==> src/rtl/core/timestamped_id_table_aging_macros.svh <==
// Assertion macros shared by the table RTL.
`ifndef TIMESTAMPED_ID_TABLE_AGING_MACROS_SVH
`define TIMESTAMPED_ID_TABLE_AGING_MACROS_SVH

// Checked at every clock edge once reset is released.
`define TIA_ASSERT(label, prop, msg) \
    label: assert property (@(posedge i_clk) disable iff (!i_rst_n) prop) else $error(msg);

// Checked at every clock edge, reset included.
`define TIA_ASSERT_ALWAYS(label, prop, msg) \
    label: assert property (@(posedge i_clk) prop) else $error(msg);

`endif

==> src/rtl/core/tia_pkg.sv <==
// Shared types and constants of the observed-robot table.
package tia_pkg;

    localparam int TABLE_SLOTS_DEF = 32;
    localparam int ID_W            = 8;
    localparam int TIME_W          = 32;
    localparam int FEAT_W          = 16;
    localparam int RANGE_W         = 16;
    localparam int OBS_W           = 16;
    localparam int COUNTS_W        = 3 * OBS_W;
    localparam int STATUS_W        = 3;
    localparam int OUT_CNT_W       = 6;

    typedef enum logic [STATUS_W-1:0] {
        STAT_UPDATED  = 3'd0,
        STAT_INSERTED = 3'd1,
        STAT_IGNORED  = 3'd2,
        STAT_FULL     = 3'd3,
        STAT_TRIMMED  = 3'd4
    } t_status;

    typedef enum logic [1:0] {
        OP_NONE,
        OP_UPDATE,
        OP_INSERT,
        OP_TRIM
    } t_op;

    typedef enum logic {
        ST_IDLE,
        ST_APPLY
    } t_state;

    typedef struct packed {
        logic apply;
        t_op  op;
    } t_cell_cmd;

    typedef struct packed {
        logic sel_hit;
        logic sel_free;
        logic newer;
        logic stale;
    } t_cell_stat;

endpackage

==> src/rtl/core/tia_cell.sv <==
// One table slot with its own key, age and freshness comparators.
module tia_cell
    import tia_pkg::*;
(
    input  logic                i_clk,
    input  logic                i_rst_n,
    input  logic                i_cap,
    input  logic [ID_W-1:0]     i_robot_id,
    input  logic [TIME_W-1:0]   i_sensed_time,
    input  logic [TIME_W-1:0]   i_threshold,
    input  logic                i_trim_en,
    input  t_cell_cmd           i_cmd,
    input  logic [ID_W-1:0]     i_wr_id,
    input  logic [TIME_W-1:0]   i_wr_time,
    input  logic [FEAT_W-1:0]   i_wr_feature,
    input  logic [RANGE_W-1:0]  i_wr_range,
    input  logic [COUNTS_W-1:0] i_wr_counts,
    input  logic                i_seen_hit,
    input  logic                i_seen_free,
    output logic                o_seen_hit,
    output logic                o_seen_free,
    output t_cell_stat          o_stat
);

    logic                r_valid;
    logic [ID_W-1:0]     r_robot;
    logic [TIME_W-1:0]   r_time;
    logic [FEAT_W-1:0]   r_feature;
    logic [RANGE_W-1:0]  r_range;
    logic [COUNTS_W-1:0] r_counts;
    logic                r_match;
    logic                r_newer;
    logic                r_stale;

    logic sel_hit;
    logic sel_free;
    logic do_write;
    logic do_insert;
    logic do_kill;

    // The lowest matching and the lowest free slot win along the row.
    assign sel_hit     = r_match && !i_seen_hit;
    assign sel_free    = !r_valid && !i_seen_free;
    assign o_seen_hit  = i_seen_hit || r_match;
    assign o_seen_free = i_seen_free || !r_valid;

    assign o_stat.sel_hit  = sel_hit;
    assign o_stat.sel_free = sel_free;
    assign o_stat.newer    = r_newer;
    assign o_stat.stale    = r_stale;

    assign do_insert = i_cmd.apply && (i_cmd.op == OP_INSERT) && sel_free;
    assign do_write  = do_insert || (i_cmd.apply && (i_cmd.op == OP_UPDATE) && sel_hit);
    assign do_kill   = i_cmd.apply && (i_cmd.op == OP_TRIM) && r_stale;

    always_ff @(posedge i_clk) begin
        if (!i_rst_n) begin
            r_valid <= 1'b0;
        end else if (do_insert) begin
            r_valid <= 1'b1;
        end else if (do_kill) begin
            r_valid <= 1'b0;
        end
    end

    always_ff @(posedge i_clk) begin
        if (i_cap) begin
            r_match <= r_valid && (r_robot == i_robot_id);
            r_newer <= i_sensed_time > r_time;
            r_stale <= r_valid && i_trim_en && (r_time < i_threshold);
        end
        if (do_insert) begin
            r_robot <= i_wr_id;
        end
        if (do_write) begin
            r_time    <= i_wr_time;
            r_feature <= i_wr_feature;
            r_range   <= i_wr_range;
            r_counts  <= i_wr_counts;
        end
    end

endmodule

==> src/rtl/core/timestamped_id_table_aging.sv <==
// Top level: a row of slot cells keyed by robot id, with timestamp aging.
// A request is compared in every slot cell as it is accepted, then applied in the
// apply state, where the priority chain along the row picks the slot and the result
// goes to the output register once that is free. No new request is taken until then.
// Reset clears all slot valid bits, the used-entry count and max_age at once.
`include "timestamped_id_table_aging_macros.svh"

module timestamped_id_table_aging
    import tia_pkg::*;
#(
    parameter int TABLE_SLOTS = TABLE_SLOTS_DEF
) (
    input  logic                 i_clk,
    input  logic                 i_rst_n,
    input  logic                 i_cfg_valid,
    output logic                 o_cfg_ready,
    input  logic [TIME_W-1:0]    i_cfg_max_age,
    input  logic                 i_in_valid,
    output logic                 o_in_ready,
    input  logic                 i_req_type,
    input  logic [ID_W-1:0]      i_robot_id,
    input  logic [TIME_W-1:0]    i_sensed_time,
    input  logic [FEAT_W-1:0]    i_feature_vector,
    input  logic [RANGE_W-1:0]   i_sense_range,
    input  logic [OBS_W-1:0]     i_obs_sensor_motor,
    input  logic [OBS_W-1:0]     i_obs_sensor_no_motor,
    input  logic [OBS_W-1:0]     i_obs_motor,
    input  logic [TIME_W-1:0]    i_now_time,
    output logic                 o_out_valid,
    input  logic                 i_out_ready,
    output logic [STATUS_W-1:0]  o_status,
    output logic [OUT_CNT_W-1:0] o_removed_count,
    output logic [OUT_CNT_W-1:0] o_entries_used
);

    localparam int CNT_W = $clog2(TABLE_SLOTS + 1);

    t_state r_state;
    t_state n_state;

    logic [TIME_W-1:0]    r_max_age;
    logic                 r_trim;
    logic [ID_W-1:0]      r_id;
    logic [TIME_W-1:0]    r_time;
    logic [FEAT_W-1:0]    r_feature;
    logic [RANGE_W-1:0]   r_range;
    logic [COUNTS_W-1:0]  r_counts;
    logic [CNT_W-1:0]     r_used;
    logic [CNT_W-1:0]     n_used;

    logic                 r_out_valid;
    t_status              r_out_status;
    logic [OUT_CNT_W-1:0] r_out_removed;
    logic [OUT_CNT_W-1:0] r_out_used;

    logic                 in_accept;
    logic                 out_free;
    logic                 apply_go;
    logic                 trim_en;
    logic [TIME_W-1:0]    threshold;

    logic [TABLE_SLOTS:0]   seen_hit;
    logic [TABLE_SLOTS:0]   seen_free;
    t_cell_stat             stat [TABLE_SLOTS];
    logic [TABLE_SLOTS-1:0] hit_sel;
    logic [TABLE_SLOTS-1:0] free_sel;
    logic [TABLE_SLOTS-1:0] newer_v;
    logic [TABLE_SLOTS-1:0] stale_v;

    t_cell_cmd            cmd;
    t_op                  op;
    t_status              status;
    logic [CNT_W-1:0]     removed;

    assign o_cfg_ready = 1'b1;

    always_ff @(posedge i_clk) begin
        if (!i_rst_n) begin
            r_max_age <= '0;
        end else if (i_cfg_valid) begin
            r_max_age <= i_cfg_max_age;
        end
    end

    assign in_accept = i_in_valid && o_in_ready;
    assign out_free  = !r_out_valid || i_out_ready;
    assign trim_en   = i_req_type && (i_now_time >= r_max_age);
    assign threshold = i_now_time - r_max_age;

    always_ff @(posedge i_clk) begin
        if (in_accept) begin
            r_trim    <= i_req_type;
            r_id      <= i_robot_id;
            r_time    <= i_sensed_time;
            r_feature <= i_feature_vector;
            r_range   <= i_sense_range;
            r_counts  <= {i_obs_motor, i_obs_sensor_no_motor, i_obs_sensor_motor};
        end
    end

    always_comb begin
        n_state = r_state;
        case (r_state)
            ST_IDLE: begin
                if (in_accept) begin
                    n_state = ST_APPLY;
                end
            end
            ST_APPLY: begin
                if (out_free) begin
                    n_state = ST_IDLE;
                end
            end
            default: begin
                n_state = ST_IDLE;
            end
        endcase
    end

    always_comb begin
        o_in_ready = (r_state == ST_IDLE);
        apply_go   = (r_state == ST_APPLY) && out_free;
    end

    always_ff @(posedge i_clk) begin
        if (!i_rst_n) begin
            r_state <= ST_IDLE;
        end else begin
            r_state <= n_state;
        end
    end

    assign seen_hit[0]  = 1'b0;
    assign seen_free[0] = 1'b0;

    for (genvar g = 0; g < TABLE_SLOTS; g++) begin : g_slot
        tia_cell u_slot (
            .i_clk         (i_clk),
            .i_rst_n       (i_rst_n),
            .i_cap         (in_accept),
            .i_robot_id    (i_robot_id),
            .i_sensed_time (i_sensed_time),
            .i_threshold   (threshold),
            .i_trim_en     (trim_en),
            .i_cmd         (cmd),
            .i_wr_id       (r_id),
            .i_wr_time     (r_time),
            .i_wr_feature  (r_feature),
            .i_wr_range    (r_range),
            .i_wr_counts   (r_counts),
            .i_seen_hit    (seen_hit[g]),
            .i_seen_free   (seen_free[g]),
            .o_seen_hit    (seen_hit[g+1]),
            .o_seen_free   (seen_free[g+1]),
            .o_stat        (stat[g])
        );
        assign hit_sel[g]  = stat[g].sel_hit;
        assign free_sel[g] = stat[g].sel_free;
        assign newer_v[g]  = stat[g].newer;
        assign stale_v[g]  = stat[g].stale;
    end

    always_comb begin
        if (r_trim) begin
            op     = OP_TRIM;
            status = STAT_TRIMMED;
        end else if (seen_hit[TABLE_SLOTS]) begin
            if (|(hit_sel & newer_v)) begin
                op     = OP_UPDATE;
                status = STAT_UPDATED;
            end else begin
                op     = OP_NONE;
                status = STAT_IGNORED;
            end
        end else if (seen_free[TABLE_SLOTS]) begin
            op     = OP_INSERT;
            status = STAT_INSERTED;
        end else begin
            op     = OP_NONE;
            status = STAT_FULL;
        end
        cmd.apply = apply_go;
        cmd.op    = op;
    end

    // Stale flags are only set by a trim request, so this is zero for updates.
    always_comb begin
        removed = '0;
        for (int k = 0; k < TABLE_SLOTS; k++) begin
            removed = removed + CNT_W'(stale_v[k]);
        end
    end

    assign n_used = r_used + CNT_W'(op == OP_INSERT) - removed;

    always_ff @(posedge i_clk) begin
        if (!i_rst_n) begin
            r_used <= '0;
        end else if (apply_go) begin
            r_used <= n_used;
        end
    end

    always_ff @(posedge i_clk) begin
        if (!i_rst_n) begin
            r_out_valid <= 1'b0;
        end else if (apply_go) begin
            r_out_valid <= 1'b1;
        end else if (i_out_ready) begin
            r_out_valid <= 1'b0;
        end
    end

    always_ff @(posedge i_clk) begin
        if (apply_go) begin
            r_out_status  <= status;
            r_out_removed <= OUT_CNT_W'(removed);
            r_out_used    <= OUT_CNT_W'(n_used);
        end
    end

    assign o_out_valid     = r_out_valid;
    assign o_status        = r_out_status;
    assign o_removed_count = r_out_removed;
    assign o_entries_used  = r_out_used;

    `TIA_ASSERT(a_one_hit_slot, (r_state == ST_APPLY) |-> $onehot0(hit_sel), "more than one slot selected as hit")
    `TIA_ASSERT(a_one_free_slot, (r_state == ST_APPLY) |-> $onehot0(free_sel), "more than one slot selected as free")
    `TIA_ASSERT(a_used_bound, r_used <= CNT_W'(TABLE_SLOTS), "used-entry count exceeds slot count")
    `TIA_ASSERT(a_insert_count, (apply_go && (op == OP_INSERT)) |=> (r_used == $past(r_used) + 1'b1), "insert did not add one entry")
    `TIA_ASSERT_ALWAYS(a_reset_out, !i_rst_n |=> !o_out_valid, "output valid after reset")

endmodule
==> config.mk <==
export PLATFORM = sky130hd
export DESIGN_NAME = timestamped_id_table_aging
export DESIGN_NICKNAME = d
export VERILOG_FILES = /design/src/rtl/core/tia_pkg.sv /design/src/rtl/core/tia_cell.sv /design/src/rtl/core/timestamped_id_table_aging.sv
export VERILOG_INCLUDE_DIRS = /design/src /design/src/rtl/core
export SDC_FILE = /design/constraint.sdc
export NUM_CORES = 2
export LEC_CHECK = 0
export ABC_CLOCK_PERIOD_IN_PS = 7300
export BUFFER_PORTS_ARGS = -buffer_cell sky130_fd_sc_hd__buf_2
export CAP_MARGIN = 10
export CELL_PAD_IN_SITES_DETAIL_PLACEMENT = 0
export CELL_PAD_IN_SITES_GLOBAL_PLACEMENT = 1
export CORE_MARGIN = 3
export CORE_UTILIZATION = 39
export CTS_CLUSTER_SIZE = 14
export DETAILED_ROUTE_END_ITERATION = 7
export PLACE_DENSITY = 0.64
export SYNTH_ARGS = -nofsm -noshare
export SYNTH_HDL_FRONTEND = slang
export SYNTH_SLANG_ARGS = --single-unit
==> constraint.sdc <==
create_clock -name i_clk -period 7.3 [get_ports i_clk]
set_input_delay 0.73 -clock i_clk [delete_from_list [all_inputs] [get_ports i_clk]]
set_output_delay 0.73 -clock i_clk [all_outputs]
set_load 0.01 [all_outputs]
---- Word level (Yosys, flattened, before mapping) ----
Cells that the tools add are included.
operators by class
  multiplexer cells ....................... 76
  equality and inequality tests ........... 35
  bitwise gates (word level) .............. 2
  multiply operators ...................... 0
  $add $sub $neg .......................... 34
  reductions and logical operators ........ 483
  divide/modulo/power cells ............... 0
  shifts and indexed selects .............. 0
  magnitude comparators ................... 65
operators by type and width
  kind                count
  $gt 32x32->1        32
  $lt 32x32->1        32
  $logic_and 1x1->1   260
  $eq 8x8->1          32
  $add 6x1->6         27
  $logic_or 1x1->1    95
  $logic_not 1->1     94
  $mux 1              69
  $reduce_bool 2->1   33
  $and 32x32->32      1
  $ge 32x32->1        1
  $reduce_or 32->1    1
  $sub 32x32->32      1
  $mux 2              5
  $add 5x1->6         1
  $sub 6x6->6         1
  $add 4x1->5         1
  $add 3x1->4         1
  $eq 2x2->1 const B  2
  $add 2x1->3         1
  $mux 3              1
  $add 1x1->2         1
  $eq 2x1->1 const B  1
  $pmux 1 s2          1
  $not 1->1           1
word-level totals
  input bits .............................. 190
  bits in latches ......................... 0
  memory bits (writable) .................. 0
  ROM bits ................................ 0
  memories ................................ 0
  word-level logic and storage cells ...... 897
  register bits after elaboration ......... 1504
  output and inout port bits .............. 18

---- Longest topological paths before layout ----
  depth in word-level cells ............... 42
  depth in mapped cells ................... 23
  depth with buffers taken out ............ 23

---- By module ----
A second synthesis with hierarchy kept.
unflattened totals
  cell total of the unflattened synthesis .. 10453
  area, all modules ....................... 107753.3 um2
by module, submodules not included
  module                            cells each  area each (um2)  seq. area each (um2)  instances
  tia_cell at g_slot[0].u_slot ...  305         3094.2           1311.3                31
  timestamped_id_table_aging        694         8737.1           4884.7                1
  tia_cell at g_slot[2].u_slot      304         3095.5           1311.3                1

---- Least setup slack after synthesis ----
Ideal clock, no wire load.
  path type ............................... input port to flip-flop
  from .................................... in i_in_valid
  to ...................................... reg g_slot[0].u_slot.r_match (enable)
  stages .................................. 1
  path buffers ............................ 0
  setup slack ............................. -14 ps
  required time ........................... 6648 ps
  setup time .............................. 652 ps
  arrival ................................. 6663 ps
  cell sequence ........................... nor2b_1
on the way
  cells in the longest elaborated chain, start to end .. 1
ends and longest elaborated chain
  item                    RTL line                          RTL
  start: declaration      timestamped_id_table_aging.sv:18  input logic i_in_valid,
  $logic_and 1x1->1       timestamped_id_table_aging.sv:85  assign in_accept = i_in_valid && o_in_ready;
  end signal: assignment  tia_cell.sv:68                    r_match <= r_valid && (r_robot == i_robot_id);
  end: declaration        tia_cell.sv:31                    logic r_match;
No other way between the ends.
A chain may end at the register's enable or synchronous reset.

---- Worst setup path after layout ----
  from .................................... reg g_slot[17].u_slot.r_stale
  to ...................................... reg r_used[5]
on the way
  cells in the longest elaborated chain, start to end .. 16
ends and longest elaborated chain
  item                        RTL line                           RTL
  start: declaration          tia_cell.sv:33                     logic r_stale;
  start signal: assignment    tia_cell.sv:70                     r_stale <= r_valid && i_trim_en && (r_time < i_threshold);
  $add 6x1->6 (15 in series)  timestamped_id_table_aging.sv:190  removed = removed + CNT_W'(stale_v[k]);
  named net removed[1]        timestamped_id_table_aging.sv:73   logic [CNT_W-1:0] removed;
  $sub 6x6->6                 timestamped_id_table_aging.sv:194  assign n_used = r_used + CNT_W'(op == OP_INSERT) - removed;
  named net n_used[5]         timestamped_id_table_aging.sv:49   logic [CNT_W-1:0] n_used;
  end signal: assignment      timestamped_id_table_aging.sv:200  r_used <= n_used;
  end: declaration            timestamped_id_table_aging.sv:48   logic [CNT_W-1:0] r_used;
The timed path passes the listed nets, and every way through them passes these cells.

==> flow_summary.ini <==
[layout]
final_common_cell = ha_1
design_area_um2 = 112500
layout.cells.non_filler = 12620
fillCellCount = 23170
post-route-util_pct = 44.53
final_cell_mix = 2,064 x ha_1, 1,432 x edfxtp_1, 1,100 x inv_1
syn2layout_area_growth_pct = 13.00
nNetsFinal = 11390
layout-drive-gt1-share_pct = 7.863

[synthesis]
netlist_area_um2 = 99530
netlist.area_leader.share_pct = 43.20
ys.flop_type = edfxtp_1
netlist-cell-type-count = 81
syn_area_per_cell_um2 = 11.56
ys_ff_latch = 1504
syn_nets = 10890
syn_inst = 8612
ys_top_cells_by_area = edfxtp_1 43%, ha_1 26%, inv_1 4.2%, a21o_1 3.4%, a21oi_1 2.6%
ys_warn_count = 0
synth_top_area_cell = edfxtp_1
synth_edf_count = 1432
synthArstFlopShare_pct = 0
synth-seq-area-share_pct = 44.65

[clocking]
ctsResizeCount = 0
cts_sinks = 1504
clockBufferDepth = 3
clk_pin_slew_worst_paths_ps = 60
cts_buffers = 179
cts_tree = yes
post_cts_buffers = 0
htree_levels = 4
postCtsHoldBufs = 0
insertion_delay_ps = 860
root_buffer = clkbuf_16

[route]
drt_iter0_markers = 6710
detail_route.wl_per_cell_um = 28.42
route.vias.total = 72210
wl_um = 358500
drc = 0
antenna_left = 0
dr.pass1.iters = 8
vias_per_cell = 5.724

[place]
portBuffers = 126
post_dp_cell_area_um2 = 106600
dpl.cell_count = 12270
place.gp.congestion = 0.9111
pre_cts_slack_ps = 766.8
dp_hpwl_um = 253700

[setup_path]
endpoint = r_used[5]$_SDFFE_PN0P_
worst_path_largest_cell_delay_ps = 590
cpMostUsedCell = fa_1
rrSetupSlack_ps = 970
r2r_end = r_used[5]$_SDFFE_PN0P_
cp.arrival_ps = 7090
worstReg2RegStart = g_slot[17].u_slot.r_stale$_DFFE_PP_
crit_type = flip-flop to flip-flop
start_kind = flip-flop
critPathRequiredTime_ps = 8060
crit_start = g_slot[17].u_slot.r_stale$_DFFE_PP_
critPathCaptureType = flip-flop
rr_worst_depth = 22
cpMaxStageDelayCell = fa_1
worstPathMaxFanout = 2
crit_chain = fa_1 > inv_1 > fa_1 > inv_1 > fa_1 > inv_1 > fa_1 > fa_1 > fa_1 > inv_1 > ha_1 > fa_1 > inv_1 > ha_1 > ha_1 > a21o_1 > a21oi_1 > o21bai_1 > a21oi_1 > xor2_1 > nor2_1 > nor3b_1

[grt]
grt_pass1_vias = 71480
grt_start_max_net_pins = 97
grt_remaining_overflow = 0
grt_first_pass_wirelength_um = 508200
antenna_found_initial = 27
track_usage_pct = 26.87

[sta]
rsz0062_at_grt = no
drv_slew = 0
tns_ps = 0
fmax_mhz = 157.9
worst_slack_ps = 966.2
fin_crit_ps = 6334
fin_worst_skew_ps = 55.36
tightestPinTransition_ps = 1317
fin_crit_sh_pct = 86.76
hold_viol = 0
worst_hold_slack_ps = 100.4
setup_violations = 0
relSlewSlack_pct = 11.30

[floorplanning]
core_area_um2 = 252600
start_util_pct = 39.41
die_h_um = 511.2
die_area_um2 = 261300
die_w_um = 511.2
row_count = 184
ios = 208

[outcome]
status = finished, final reports clean

[run]
drv_cap = 0

[power_and_ir_drop]
power_density_nw_per_um2 = 226.5
power_mw = 25.48
ir_worst_vdd_mv = 0.2539
p_leak_nw = 49.85

[hold_path]
hp-class = input pin to flip-flop
-- per-layer routing --
layer / GRT usage [%] / up-vias / wire, µm
met2: 44.20 / 2417 / 164500
met5: 0 / - / 22
met1: 35.77 / 35830 / 155100
met4: 9.456 / 4 / 14600
li1: - / 33350 / -
met3: 4.344 / 613 / 24310
-- logic make-up after synthesis --
logic type / count (synthesis) / synth area share [%]
other: 1 / 0.003768
AND/OR/NAND/NOR: 1602 / 9.006
adder cells (fa/ha/maj): 2091 / 26.48
XOR/XNOR: 293 / 2.578
buffers and inverters: 1169 / 4.439
multiplexers: 32 / 0.3218
flip-flops: 1504 / 44.65
AO/OA/AOI/OAI: 1920 / 12.52
-- Yosys cell counts, types with 43 or more instances --
cell,instances
a21oi_1,522
inv_1,1102
nor3_1,77
a21o_1,446
o21a_1,206
nor4_1,92
nand2_1,225
nand4_1,345
o211ai_1,91
and3_1,43
ha_1,2065
nor2_1,225
a211oi_1,54
xnor2_1,147
nor2b_1,266
xor2_1,146
nand2b_1,105
nand3_1,89
dfxtp_1,72
edfxtp_1,1432
o21ai_0,354
-- state kept, by name, indices dropped and copies added (netlist names) --
name,flops
r_id,8
r_time,32
r_max_age,32
o_status,3
r_trim,1
o_out_valid,1
g_slot.u_slot.r_valid,32
o_removed_count,6
r_used,6
g_slot.u_slot.r_newer,32
g_slot.u_slot.r_time,1024
o_entries_used,6
g_slot.u_slot.r_robot,256
r_state,1
g_slot.u_slot.r_stale,32
g_slot.u_slot.r_match,32
-- worst max-delay path, delay by kind of cell, from the launching register on --
kind | cells | cell delay, ps
buffers and inverters | 5 | 270
AO/OA/AOI/OAI | 4 | 690
AND/OR/NAND/NOR | 2 | 220
XOR/XNOR | 1 | 200
flip-flops | 1 | 430
adder cells (fa/ha/maj) | 10 | 4420
-- worst min path at each step --
| stage | from | to | cells past startpoint |
|---|---|---|---|
| 6_report | i_sensed_time[0] | r_time[0]$_DFFE_PP_ | 1 |
| 5_1_grt | i_sensed_time[0] | r_time[0]$_DFFE_PP_ | 1 |
| 4_1_cts | i_sensed_time[0] | r_time[0]$_DFFE_PP_ | 1 |
| 3_5_place_dp | r_used[0]$_SDFFE_PN0P_ | r_used[0]$_SDFFE_PN0P_ | 2 |
| 3_3_place_gp | r_used[0]$_SDFFE_PN0P_ | r_used[0]$_SDFFE_PN0P_ | 2 |
| 2_1_floorplan | r_used[0]$_SDFFE_PN0P_ | r_used[0]$_SDFFE_PN0P_ | 2 |
-- cell type report --
type                       instances  area, µm²  area share, %
sequential                      1504      44440          39.51
clock inverter                   114       1079         0.9589
antenna                            9      22.52        0.02002
clock buffer                     220       4705          4.183
timing repair buffer             378       2814          2.502
tap                             3348       4189          3.725
multi-input combinational       5939      51080          45.42
inverter                        1103       4140          3.681
-- power by group --
group	internal [mW]	switching [mW]	total [mW]
registers	9.67	0.126	9.80
clock network	5.13	3.89	9.01
logic	2.41	4.26	6.67
total	17.2	8.27	25.5
Power figures use the tool's default switching activity.
